### config.mk
export PLATFORM = sky130hd
export DESIGN_NAME = button_event_qualifier_flat
export DESIGN_NICKNAME = d
export VERILOG_FILES = /design/src/rtl/core/bevq_pkg.sv /design/src/rtl/core/bevq_stream_if.sv /design/src/rtl/core/bevq_ram.sv /design/src/rtl/core/bevq_btn_bank.sv /design/src/rtl/core/bevq_update.sv /design/src/rtl/core/button_event_qualifier.sv /design/src/flat_wrapper.sv
export SDC_FILE = /design/constraint.sdc
export NUM_CORES = 2
export LEC_CHECK = 0
export BUFFER_PORTS_ARGS = -buffer_cell sky130_fd_sc_hd__buf_2
export CAP_MARGIN = 20
export CORE_MARGIN = 4
export CORE_UTILIZATION = 62
export DETAILED_ROUTE_END_ITERATION = 12
export PLACE_DENSITY = 0.77
export SLEW_MARGIN = 20
export SYNTH_ARGS = -nofsm -noshare
export SYNTH_HDL_FRONTEND = slang
export SYNTH_HIERARCHICAL = 1
export SYNTH_MEMORY_MAX_BITS = 65536
export SYNTH_SLANG_ARGS = --single-unit
### constraint.sdc
create_clock -name clk -period 35.9 [get_ports clk]
set_input_delay 0 -clock clk [delete_from_list [all_inputs] [get_ports clk]]
set_output_delay 0 -clock clk [all_outputs]
set_load 0.02 [all_outputs]
### src/rtl/core/bevq_pkg.sv
// Package for the button event qualifier: payload structs, state structs,
// configuration codes and reset values. No dependencies.
package bevq_pkg;

  localparam int CH_W    = 9;
  localparam int MS_W    = 16;
  localparam int CLASS_W = 2;
  localparam int CFG_IDX_W  = 3;
  localparam int CFG_DATA_W = 16;

  localparam logic [MS_W-1:0] DCLICK_RST     = 16'd250;
  localparam logic [MS_W-1:0] LONG_PRESS_RST = 16'd700;
  localparam logic [MS_W-1:0] DELTA_LIM_RST  = 16'd1000;
  localparam logic [MS_W-1:0] DELTA_FB_RST   = 16'd50;

  typedef enum logic [CFG_IDX_W-1:0] {
    CFG_DCLICK_TIME     = 3'd0,
    CFG_LONG_PRESS_TIME = 3'd1,
    CFG_DELTA_LIMIT     = 3'd2,
    CFG_DELTA_FALLBACK  = 3'd3,
    CFG_EVENTS_SUPP     = 3'd4
  } cfg_idx_t;

  typedef enum logic [CLASS_W-1:0] {
    CLASS_UP       = 2'd0,
    CLASS_DOUBLE   = 2'd1,
    CLASS_DRAGGED  = 2'd2,
    CLASS_RELEASED = 2'd3
  } btn_class_t;

  typedef enum logic [1:0] {
    KIND_KEY    = 2'd0,
    KIND_BUTTON = 2'd1,
    KIND_NONE   = 2'd2
  } chan_kind_t;

  typedef struct packed {
    logic [MS_W-1:0] dclick;
    logic [MS_W-1:0] long_press;
    logic [MS_W-1:0] delta_limit;
    logic [MS_W-1:0] delta_fallback;
    logic            suppress;
  } cfg_t;

  typedef struct packed {
    logic [CH_W-1:0] channel;
    logic            level;
    logic [MS_W-1:0] elapsed_ms;
  } in_item_t;

  typedef struct packed {
    logic [CH_W-1:0]    channel_out;
    logic               is_down;
    logic               pressed;
    logic               released;
    logic               held_long;
    logic               double_clicked;
    logic [CLASS_W-1:0] button_class;
    logic [MS_W-1:0]    hold_time_ms;
  } out_item_t;

  // Per-channel state shared by keys and buttons
  typedef struct packed {
    logic            level;
    logic            long_flag;
    logic [MS_W-1:0] hold;
  } chan_state_t;

  typedef struct packed {
    chan_state_t     chan;
    logic [MS_W-1:0] countdown;
  } btn_state_t;

endpackage

### src/rtl/core/bevq_stream_if.sv
// Valid/ready stream interface carrying one payload struct per beat.
// Payload type comes from bevq_pkg at the point of use.
interface bevq_stream_if #(
  parameter type payload_t = logic
);
  logic     valid;
  logic     ready;
  payload_t data;

  modport source (output valid, output data, input ready);
  modport sink   (input valid, input data, output ready);
endinterface

### src/rtl/core/bevq_ram.sv
// Generic single-write, single-read RAM with registered read data.
// No dependencies.
module bevq_ram #(
  parameter int WIDTH = 8,
  parameter int DEPTH = 16
) (
  input  logic                                     clk,
  input  logic                                     we,
  input  logic [(DEPTH > 1 ? $clog2(DEPTH) : 1)-1:0] waddr,
  input  logic [WIDTH-1:0]                         wdata,
  input  logic                                     re,
  input  logic [(DEPTH > 1 ? $clog2(DEPTH) : 1)-1:0] raddr,
  output logic [WIDTH-1:0]                         rdata
);
  logic [WIDTH-1:0] mem_r [DEPTH];
  logic [WIDTH-1:0] rdata_r;

  always_ff @(posedge clk) begin
    if (we) begin
      mem_r[waddr] <= wdata;
    end
    if (re) begin
      rdata_r <= mem_r[raddr];
    end
  end

  assign rdata = rdata_r;
endmodule

### src/rtl/core/bevq_btn_bank.sv
// Pointer button state held in flops: level, hold timer, long flag, countdown.
// Uses bevq_pkg::btn_state_t.
module bevq_btn_bank #(
  parameter int BUTTONS = 8
) (
  input  logic                                          clk,
  input  logic                                          rst_n,
  input  logic [(BUTTONS > 1 ? $clog2(BUTTONS) : 1)-1:0] rd_idx,
  output bevq_pkg::btn_state_t                          rd_state,
  input  logic                                          we,
  input  logic [(BUTTONS > 1 ? $clog2(BUTTONS) : 1)-1:0] wr_idx,
  input  bevq_pkg::btn_state_t                          wr_state
);
  bevq_pkg::btn_state_t btn_r [BUTTONS];

  always_ff @(posedge clk) begin
    if (!rst_n) begin
      for (int i = 0; i < BUTTONS; i++) begin
        btn_r[i] <= '0;
      end
    end else if (we) begin
      btn_r[wr_idx] <= wr_state;
    end
  end

  assign rd_state = btn_r[rd_idx];
endmodule

### src/rtl/core/bevq_update.sv
// Per-sample update: elapsed fallback, hold timer, long flag, double-click
// countdown, class and gated flags. Combinational; uses bevq_pkg.
module bevq_update (
  input  bevq_pkg::cfg_t          cfg,
  input  bevq_pkg::in_item_t      item,
  input  bevq_pkg::chan_kind_t    kind,
  input  bevq_pkg::chan_state_t   old_chan,
  input  logic [bevq_pkg::MS_W-1:0] old_cd,
  output bevq_pkg::chan_state_t   new_chan,
  output logic [bevq_pkg::MS_W-1:0] new_cd,
  output bevq_pkg::out_item_t     result
);
  logic [bevq_pkg::MS_W-1:0] d;
  logic [bevq_pkg::MS_W:0]   hold_sum;
  logic [bevq_pkg::MS_W-1:0] hold_sat;
  logic [bevq_pkg::MS_W-1:0] cd_dec;
  logic                      is_btn;
  logic                      cd_live;
  logic                      old_lvl;
  logic                      en;
  bevq_pkg::btn_class_t      cls;

  always_comb begin
    d        = (item.elapsed_ms > cfg.delta_limit) ? cfg.delta_fallback : item.elapsed_ms;
    old_lvl  = old_chan.level;
    hold_sum = {1'b0, old_chan.hold} + {1'b0, d};
    hold_sat = hold_sum[bevq_pkg::MS_W] ? '1 : hold_sum[bevq_pkg::MS_W-1:0];

    new_chan.level     = item.level;
    new_chan.hold      = old_lvl ? hold_sat : '0;
    new_chan.long_flag = old_lvl & (old_chan.long_flag | (hold_sat >= cfg.long_press));

    // countdown runs down first, then reloads while the button was held
    cd_dec  = (old_cd > d) ? old_cd - d : '0;
    new_cd  = old_lvl ? cfg.dclick : cd_dec;
    is_btn  = (kind == bevq_pkg::KIND_BUTTON);
    cd_live = is_btn && (new_cd != '0);

    if (!is_btn) begin
      cls = bevq_pkg::CLASS_UP;
    end else if (item.level) begin
      cls = (!old_lvl && cd_live) ? bevq_pkg::CLASS_DOUBLE : bevq_pkg::CLASS_DRAGGED;
    end else if (old_lvl) begin
      cls = bevq_pkg::CLASS_RELEASED;
    end else begin
      cls = bevq_pkg::CLASS_UP;
    end

    en = !cfg.suppress;
    result                = '0;
    result.channel_out    = item.channel;
    if (kind != bevq_pkg::KIND_NONE) begin
      result.is_down        = en & item.level;
      result.pressed        = en & item.level & ~old_lvl;
      result.released       = en & ~item.level & old_lvl;
      result.held_long      = en & item.level & new_chan.long_flag;
      result.double_clicked = en & item.level & ~old_lvl & cd_live;
      result.button_class   = cls;
      result.hold_time_ms   = new_chan.hold;
    end
  end
endmodule

### src/rtl/core/button_event_qualifier.sv
// Top level of the button event qualifier: config registers, input stage,
// key state RAM, button flops and result register. Uses bevq_pkg,
// bevq_stream_if, bevq_ram, bevq_btn_bank and bevq_update.
//
//   port       dir   beat contents
//   in_beat    sink  channel, level, elapsed_ms
//   out_beat   src   channel_out, flags, button_class, hold_time_ms
//   cfg_*      in    write enable, register index, 16-bit data
//
// One beat per cycle while out is not stalled. Key state sits in a RAM with
// registered read: read as a beat is accepted, computed and written back
// in stage 1, then registered in the output register. A same-key write in
// the cycle of a read is forwarded. Per-key valid bits clear at reset, so
// there is no clearing pass. A stalled output register holds the input
// stage; in_beat.ready drops only when both stages are full and out stalls.
module button_event_qualifier #(
  parameter int KEYS    = 256,
  parameter int BUTTONS = 8
) (
  input  logic                            clk,
  input  logic                            rst_n,
  input  logic                            cfg_we,
  input  logic [bevq_pkg::CFG_IDX_W-1:0]  cfg_idx,
  input  logic [bevq_pkg::CFG_DATA_W-1:0] cfg_wdata,
  bevq_stream_if.sink                     in_beat,
  bevq_stream_if.source                   out_beat
);
  localparam int KEY_AW = (KEYS > 1) ? $clog2(KEYS) : 1;
  localparam int BTN_W  = (BUTTONS > 1) ? $clog2(BUTTONS) : 1;
  localparam logic [bevq_pkg::CH_W-1:0] KEYS_CH = bevq_pkg::CH_W'(KEYS);
  localparam logic [bevq_pkg::CH_W-1:0] CHANS_CH = bevq_pkg::CH_W'(KEYS + BUTTONS);

  // ---------------- configuration registers ----------------
  bevq_pkg::cfg_t cfg_r;

  always_ff @(posedge clk) begin
    if (!rst_n) begin
      cfg_r.dclick         <= bevq_pkg::DCLICK_RST;
      cfg_r.long_press     <= bevq_pkg::LONG_PRESS_RST;
      cfg_r.delta_limit    <= bevq_pkg::DELTA_LIM_RST;
      cfg_r.delta_fallback <= bevq_pkg::DELTA_FB_RST;
      cfg_r.suppress       <= 1'b0;
    end else if (cfg_we) begin
      unique case (bevq_pkg::cfg_idx_t'(cfg_idx))
        bevq_pkg::CFG_DCLICK_TIME:     cfg_r.dclick         <= cfg_wdata;
        bevq_pkg::CFG_LONG_PRESS_TIME: cfg_r.long_press     <= cfg_wdata;
        bevq_pkg::CFG_DELTA_LIMIT:     cfg_r.delta_limit    <= cfg_wdata;
        bevq_pkg::CFG_DELTA_FALLBACK:  cfg_r.delta_fallback <= cfg_wdata;
        bevq_pkg::CFG_EVENTS_SUPP:     cfg_r.suppress       <= cfg_wdata[0];
        default: ;
      endcase
    end
  end

  // ---------------- handshake and stage control ----------------
  logic s1_valid_r;
  logic out_valid_r;
  logic s1_adv;
  logic in_acc;

  assign s1_adv        = s1_valid_r && (!out_valid_r || out_beat.ready);
  assign in_beat.ready = !s1_valid_r || s1_adv;
  assign in_acc        = in_beat.valid && in_beat.ready;

  // ---------------- stage 1: item, state read ----------------
  bevq_pkg::in_item_t    s1_item_r;
  bevq_pkg::chan_kind_t  s1_kind;
  logic                  s1_fwd_r;
  bevq_pkg::chan_state_t fwd_r;
  logic [KEYS-1:0]       kvalid_r;
  logic [KEY_AW-1:0]     s1_kaddr;
  logic [bevq_pkg::CH_W-1:0] s1_boff;
  logic [BTN_W-1:0]      s1_bidx;
  logic [$bits(bevq_pkg::chan_state_t)-1:0] ram_rdata;
  bevq_pkg::chan_state_t key_old;
  bevq_pkg::chan_state_t chan_old;
  bevq_pkg::btn_state_t  btn_rd;
  bevq_pkg::btn_state_t  btn_wr;
  bevq_pkg::chan_state_t chan_new;
  logic [bevq_pkg::MS_W-1:0] cd_new;
  bevq_pkg::out_item_t   res;
  logic                  key_wr;
  logic                  btn_wr_en;
  logic                  in_is_key;

  always_comb begin
    if (s1_item_r.channel < KEYS_CH) begin
      s1_kind = bevq_pkg::KIND_KEY;
    end else if (s1_item_r.channel < CHANS_CH) begin
      s1_kind = bevq_pkg::KIND_BUTTON;
    end else begin
      s1_kind = bevq_pkg::KIND_NONE;
    end
  end

  assign s1_kaddr  = s1_item_r.channel[KEY_AW-1:0];
  assign s1_boff   = s1_item_r.channel - KEYS_CH;
  assign s1_bidx   = s1_boff[BTN_W-1:0];
  assign in_is_key = (in_beat.data.channel < KEYS_CH);

  // forwarded write wins, then RAM data, then the reset value for unwritten keys
  always_comb begin
    if (s1_fwd_r) begin
      key_old = fwd_r;
    end else if (kvalid_r[s1_kaddr]) begin
      key_old = bevq_pkg::chan_state_t'(ram_rdata);
    end else begin
      key_old = '0;
    end
    chan_old = (s1_kind == bevq_pkg::KIND_BUTTON) ? btn_rd.chan : key_old;
  end

  assign key_wr    = s1_adv && (s1_kind == bevq_pkg::KIND_KEY);
  assign btn_wr_en = s1_adv && (s1_kind == bevq_pkg::KIND_BUTTON);
  assign btn_wr.chan      = chan_new;
  assign btn_wr.countdown = cd_new;

  bevq_ram #(
    .WIDTH ($bits(bevq_pkg::chan_state_t)),
    .DEPTH (KEYS)
  ) u_key_ram (
    .clk   (clk),
    .we    (key_wr),
    .waddr (s1_kaddr),
    .wdata (chan_new),
    .re    (in_acc && in_is_key),
    .raddr (in_beat.data.channel[KEY_AW-1:0]),
    .rdata (ram_rdata)
  );

  bevq_btn_bank #(
    .BUTTONS (BUTTONS)
  ) u_btn_bank (
    .clk      (clk),
    .rst_n    (rst_n),
    .rd_idx   (s1_bidx),
    .rd_state (btn_rd),
    .we       (btn_wr_en),
    .wr_idx   (s1_bidx),
    .wr_state (btn_wr)
  );

  bevq_update u_update (
    .cfg      (cfg_r),
    .item     (s1_item_r),
    .kind     (s1_kind),
    .old_chan (chan_old),
    .old_cd   (btn_rd.countdown),
    .new_chan (chan_new),
    .new_cd   (cd_new),
    .result   (res)
  );

  always_ff @(posedge clk) begin
    if (!rst_n) begin
      s1_valid_r <= 1'b0;
      s1_fwd_r   <= 1'b0;
      kvalid_r   <= '0;
    end else begin
      if (in_acc) begin
        s1_valid_r <= 1'b1;
        // RAM read this edge misses the write of the same key at this edge
        s1_fwd_r   <= key_wr && (in_beat.data.channel == s1_item_r.channel);
      end else if (s1_adv) begin
        s1_valid_r <= 1'b0;
      end
      if (key_wr) begin
        kvalid_r[s1_kaddr] <= 1'b1;
      end
    end
  end

  always_ff @(posedge clk) begin
    if (in_acc) begin
      s1_item_r <= in_beat.data;
      fwd_r     <= chan_new;
    end
  end

  // ---------------- result register ----------------
  bevq_pkg::out_item_t out_data_r;

  always_ff @(posedge clk) begin
    if (!rst_n) begin
      out_valid_r <= 1'b0;
    end else if (s1_adv) begin
      out_valid_r <= 1'b1;
    end else if (out_beat.ready) begin
      out_valid_r <= 1'b0;
    end
  end

  always_ff @(posedge clk) begin
    if (s1_adv) begin
      out_data_r <= res;
    end
  end

  assign out_beat.valid = out_valid_r;
  assign out_beat.data  = out_data_r;

  // ---------------- assertions ----------------
  a_fwd_is_key: assert property (@(posedge clk) disable iff (!rst_n)
    s1_valid_r && s1_fwd_r |-> s1_kind == bevq_pkg::KIND_KEY)
    else $error("forwarded key state on a non-key item");

  a_adv_loads_out: assert property (@(posedge clk) disable iff (!rst_n)
    s1_adv |=> out_valid_r)
    else $error("result lost between stage 1 and output register");

  a_key_no_class: assert property (@(posedge clk) disable iff (!rst_n)
    out_valid_r && (out_data_r.channel_out < KEYS_CH) |->
      out_data_r.button_class == bevq_pkg::CLASS_UP && !out_data_r.double_clicked)
    else $error("key result carries a button class or double click");

  a_edges_excl: assert property (@(posedge clk) disable iff (!rst_n)
    out_valid_r |-> !(out_data_r.pressed && out_data_r.released))
    else $error("pressed and released in one result");
endmodule

### src/flat_wrapper.sv
// flat-port wrapper written by rule: the top's interface ports become plain ports
module button_event_qualifier_flat import bevq_pkg::*;
#(
  parameter int KEYS    = 256,
  parameter int BUTTONS = 8
)
  (clk, rst_n, cfg_we, cfg_idx, cfg_wdata, in_beat_valid, in_beat_data, in_beat_ready, out_beat_valid, out_beat_data, out_beat_ready);
  bevq_stream_if #(.payload_t(in_item_t)) in_beat_i ();
  bevq_stream_if #(.payload_t(out_item_t)) out_beat_i ();
  input  logic clk;
  input  logic rst_n;
  input  logic cfg_we;
  input  logic [bevq_pkg::CFG_IDX_W-1:0] cfg_idx;
  input  logic [bevq_pkg::CFG_DATA_W-1:0] cfg_wdata;
  input wire logic [$bits(in_beat_i.valid)-1:0] in_beat_valid;
  input wire logic [$bits(in_beat_i.data)-1:0] in_beat_data;
  output wire logic [$bits(in_beat_i.ready)-1:0] in_beat_ready;
  output wire logic [$bits(out_beat_i.valid)-1:0] out_beat_valid;
  output wire logic [$bits(out_beat_i.data)-1:0] out_beat_data;
  input wire logic [$bits(out_beat_i.ready)-1:0] out_beat_ready;
  assign in_beat_i.valid = in_beat_valid;
  assign in_beat_i.data = in_beat_data;
  assign in_beat_ready = in_beat_i.ready;
  assign out_beat_valid = out_beat_i.valid;
  assign out_beat_data = out_beat_i.data;
  assign out_beat_i.ready = out_beat_ready;
  button_event_qualifier #(.KEYS(KEYS), .BUTTONS(BUTTONS)) u_core (.clk(clk), .rst_n(rst_n), .cfg_we(cfg_we), .cfg_idx(cfg_idx), .cfg_wdata(cfg_wdata), .in_beat(in_beat_i), .out_beat(out_beat_i));
endmodule
==> flow_metrics.env <==
export IMPL_overflow=0
export IMPL_ant_nets=0
export IMPL_start_util_pct=62.3
export IMPL_grt_max_degree=222
export IMPL_synth_xor_area_share_pct=0.129
export IMPL_worst_slew_pin_slew_ns=1.31
export IMPL_synth_area_leaders="edfxtp_1, mux4_2, mux2i_1"
export IMPL_layout_setup_ws_ns=25.49
export IMPL_ys_ff_latch=5298
export IMPL_rsz0062_at_grt="no"
export IMPL_root_buffer="clkbuf_16"
export IMPL_synth_net_count=11189
export IMPL_grt_pass1_vias=115543
export IMPL_ios=84
export IMPL_vias=116182
export IMPL_endpoint_kind="flip-flop"
export IMPL_numCtsBuffers=525
export IMPL_status="finished, final reports clean"
export IMPL_drc=0
export IMPL_peakVddDrop_uv=54.9
export IMPL_crit_type="reg2reg"
export IMPL_fin_skew_ns=0.0685
export IMPL_hp_class="in2reg"
export IMPL_wl_per_cell_um=35.2
export IMPL_post_cts_buffers=0
export IMPL_period_share_pct=29.0
export IMPL_synth_avg_cell_area_um2=19.0
export IMPL_core_area_um2=337000
export IMPL_htreeDepth=6
export IMPL_ys_types=79
export IMPL_placed_area_um2=216000
export IMPL_period_minus_slack_ns=10.41
export IMPL_avgViaCountPerCell=7.08
export IMPL_yosysWarnings=6
export IMPL_max_slew_margin_rel_pct=12.8
export IMPL_cp_slowest_cell="buf_4"
export IMPL_path_common_cell="buf_4"
export IMPL_critPathLaunchType="flip-flop"
export IMPL_cp_arrival_ns=11.22
export IMPL_fin_area_um2=234000
export IMPL_place_congestion=0.935
export IMPL_crit_path_max_fanout=83
export IMPL_clkTransAtPathRegs_ns=0.06
export IMPL_p_per_area_nw_per_um2=54.2
export IMPL_yosys_area_share_simple_pct=3.80
export IMPL_cap_violations=0
export IMPL_antenna_found_initial=18
export IMPL_synth_seq_area_share_pct=74.2
export IMPL_grt_pass1_wl_um=828000
export IMPL_synth_top_area_share_pct=71.1
export IMPL_synth_top_family_by_area="multiplexers"
export IMPL_place_ws_ns=25.59
export IMPL_nNetsFinal=11601
export IMPL_routed_wl_um=577000
export IMPL_area_delta_synth_final_pct=11.4
export IMPL_portBuffers=83
export IMPL_finalHoldViolCount=0
export IMPL_async_flop_share_pct=0
export IMPL_clk_latency_ns=1.06
export IMPL_synthAdderAreaFrac_pct=0.400
export IMPL_hpwl_um=320000
export IMPL_p_leak_nw=73.4
export IMPL_dieArea_um2=348000
export IMPL_track_usage_pct=33.0
export IMPL_drt_iter0_drc=18426
export IMPL_die_h_um=590
export IMPL_cts_sinks=5298
export IMPL_synth_edf_count=4974
export IMPL_syn_area_um2=210000
export IMPL_synth_compound_area_share_pct=4.43
export IMPL_fp_row_count=213
export IMPL_dr_pass1_iters=6
export IMPL_drive_gt1_share_pct=21.1
export IMPL_tns_ns=0
export IMPL_synthFlopType="edfxtp_1"
export IMPL_fmax_mhz=96.0
export IMPL_slew_violations=0
export IMPL_yosys_area_top_type="edfxtp_1"
export IMPL_synthMuxAreaShare_pct=14.9
export IMPL_required_ns=36.71
export IMPL_setup_viol=0
export IMPL_slowest_delay_ns=0.82
export IMPL_clk_path_buf_depth=4
export IMPL_synthCells=11073
export IMPL_cts_tree="done"
export IMPL_dieWidth_um=590
worst max-delay path: cells and delay by family, from the launching register on:
family / cells / cell delay, ns
AOI/OAI and AO/OA: 16 / 3.95
adders and majority gates: 3 / 0.64
buffers and inverters: 6 / 2.81
DFF: 1 / 0.34
muxes: 1 / 0.61
and+or+nand+nor: 6 / 1.66
per-stage QoR:
| step | hold slack [ns] | utilization, % | std cells | total power, mW |
|---|---|---|---|---|
| detailed placement | 0.182 | 64.2 | 15358 | 7.52 |
| floorplan | 0.0989 | - | 11073 | 7.32 |
| global placement | 0.183 | 64.2 | 15354 | 7.51 |
| finish | 0.110 | 69.4 | 16407 | 12.7 |
| CTS | 0.0418 | 69.3 | 16383 | 12.7 |
| global route | 0.0896 | 69.4 | 16395 | 13.0 |
final cells by class:
class / count / area [um2]
Clock inverter: 237 / 2110
Sequential cell: 5298 / 156000
Timing Repair Buffer: 623 / 5150
Fill cell: 19962 / 103000
Clock buffer: 684 / 14100
Multi-Input combinational cell: 4943 / 50700
Tap cell: 4515 / 5650
Inverter: 94 / 365
Antenna cell: 13 / 32.5
final timing paths:
kind	startpoint	end	slack, ns	depth (start not counted)
max	u_core/s1_item_r[17]	u_core/u_btn_bank/btn_r[3][32]	25.49	32
min	rst_n	u_core/cfg_r[20]	0.11	3
max reg2reg	u_core/s1_item_r[17]	u_core/u_btn_bank/btn_r[3][32]	25.49	32
min reg2reg	u_core/kvalid_r[222]	u_core/kvalid_r[222]	0.46	1
Yosys cell counts (19+ instances only):
library cell	instances
edfxtp_1	4974
mux4_2	987
mux2i_1	810
a21oi_1	477
nor3_1	453
clkbuf_1	424
nor2_1	352
dfxtp_1	324
o221ai_1	317
nor2b_1	279
nand2_1	257
o22ai_1	241
buf_2	107
buf_6	91
a22oi_1	83
ha_1	64
inv_1	56
nand3_1	53
a21boi_0	52
o21ai_0	46
buf_4	45
buf_1	43
nand4_1	39
a31oi_1	36
clkinv_1	36
and3_1	35
mux2_2	30
o21a_1	27
a22o_1	25
nor4_1	25
nand3b_1	24
mux2_4	20
o21ai_1	20
nor4_2	19
per-layer routing:
| metal | part of all wire [%] | vias up | global-route usage (%) |
|---|---|---|---|
| met5 | 0.0057 | - | 0 |
| met4 | 5.9 | 4 | 16.5 |
| met3 | 14 | 1556 | 9.47 |
| met2 | 47 | 9114 | 50.4 |
| met1 | 34 | 59316 | 44.2 |
| li1 | - | 46192 | - |
registers in the layout, summed over array words and instances, names as in the netlist, 18 cells and up:
name and cells:
u_core/u_btn_bank/btn_r 272, u_core/u_key_ram/mem_r 4608, u_core/cfg_r 65, u_core/s1_item_r 26, u_core/out_beat.data 32, u_core/u_key_ram/rdata 18, u_core/kvalid_r 256, u_core/fwd_r 18
timing repair:
item                      4_1_cts  5_1_grt
hold endpoints to repair      246        0
resized for setup               0        0
hold buffers                  104        0
cell usage in the layout (no fill, tap or decap), types with 22 or more instances in the layout:
master | Yosys | routed
nand2_1 | 257 | 256
o21a_1 | 27 | 27
mux4_2 | 987 | 987
bufinv_16 | 0 | 25
dlygate4sd3_1 | 0 | 104
clkbuf_1 | 424 | 138
clkinv_2 | 0 | 53
nor2b_1 | 279 | 269
edfxtp_1 | 4974 | 4974
inv_1 | 56 | 55
nand3b_1 | 24 | 24
o22ai_1 | 241 | 241
nand4_1 | 39 | 39
a21oi_1 | 477 | 474
a22oi_1 | 83 | 83
and3_1 | 35 | 35
nor2_1 | 352 | 183
nor3_1 | 453 | 441
buf_2 | 107 | 77
buf_4 | 45 | 404
mux2_2 | 30 | 30
nor4_1 | 25 | 22
a31oi_1 | 36 | 36
nand3_1 | 53 | 41
a22o_1 | 25 | 25
o221ai_1 | 317 | 317
dfxtp_1 | 324 | 324
clkinv_1 | 36 | 147
o21ai_0 | 46 | 41
clkbuf_16 | 0 | 538
mux2i_1 | 810 | 810
a21boi_0 | 52 | 51
nor2_2 | 0 | 130
ha_1 | 64 | 64
nor2_4 | 0 | 39
power breakdown:
group	total, mW	switching [mW]	internal, mW
Combinational	0.669	0.454	0.215
Sequential	6.75	0.0110	6.74
Clock	5.26	2.30	2.96
Total	12.7	2.77	9.92
cells by family (layout without fill, tap and decap cells):
group | Yosys count | after routing
XOR/XNOR | 31 | 31
multiplexers | 1856 | 1856
flip-flops | 5298 | 5298
adder cells (fa/ha/maj) | 66 | 66
buffers and inverters | 832 | 1638
AO/OA/AOI/OAI | 1396 | 1396
AND/OR/NAND/NOR | 1594 | 1594
other | 0 | 13
No activity file was read; power rests on OpenSTA's default activity.
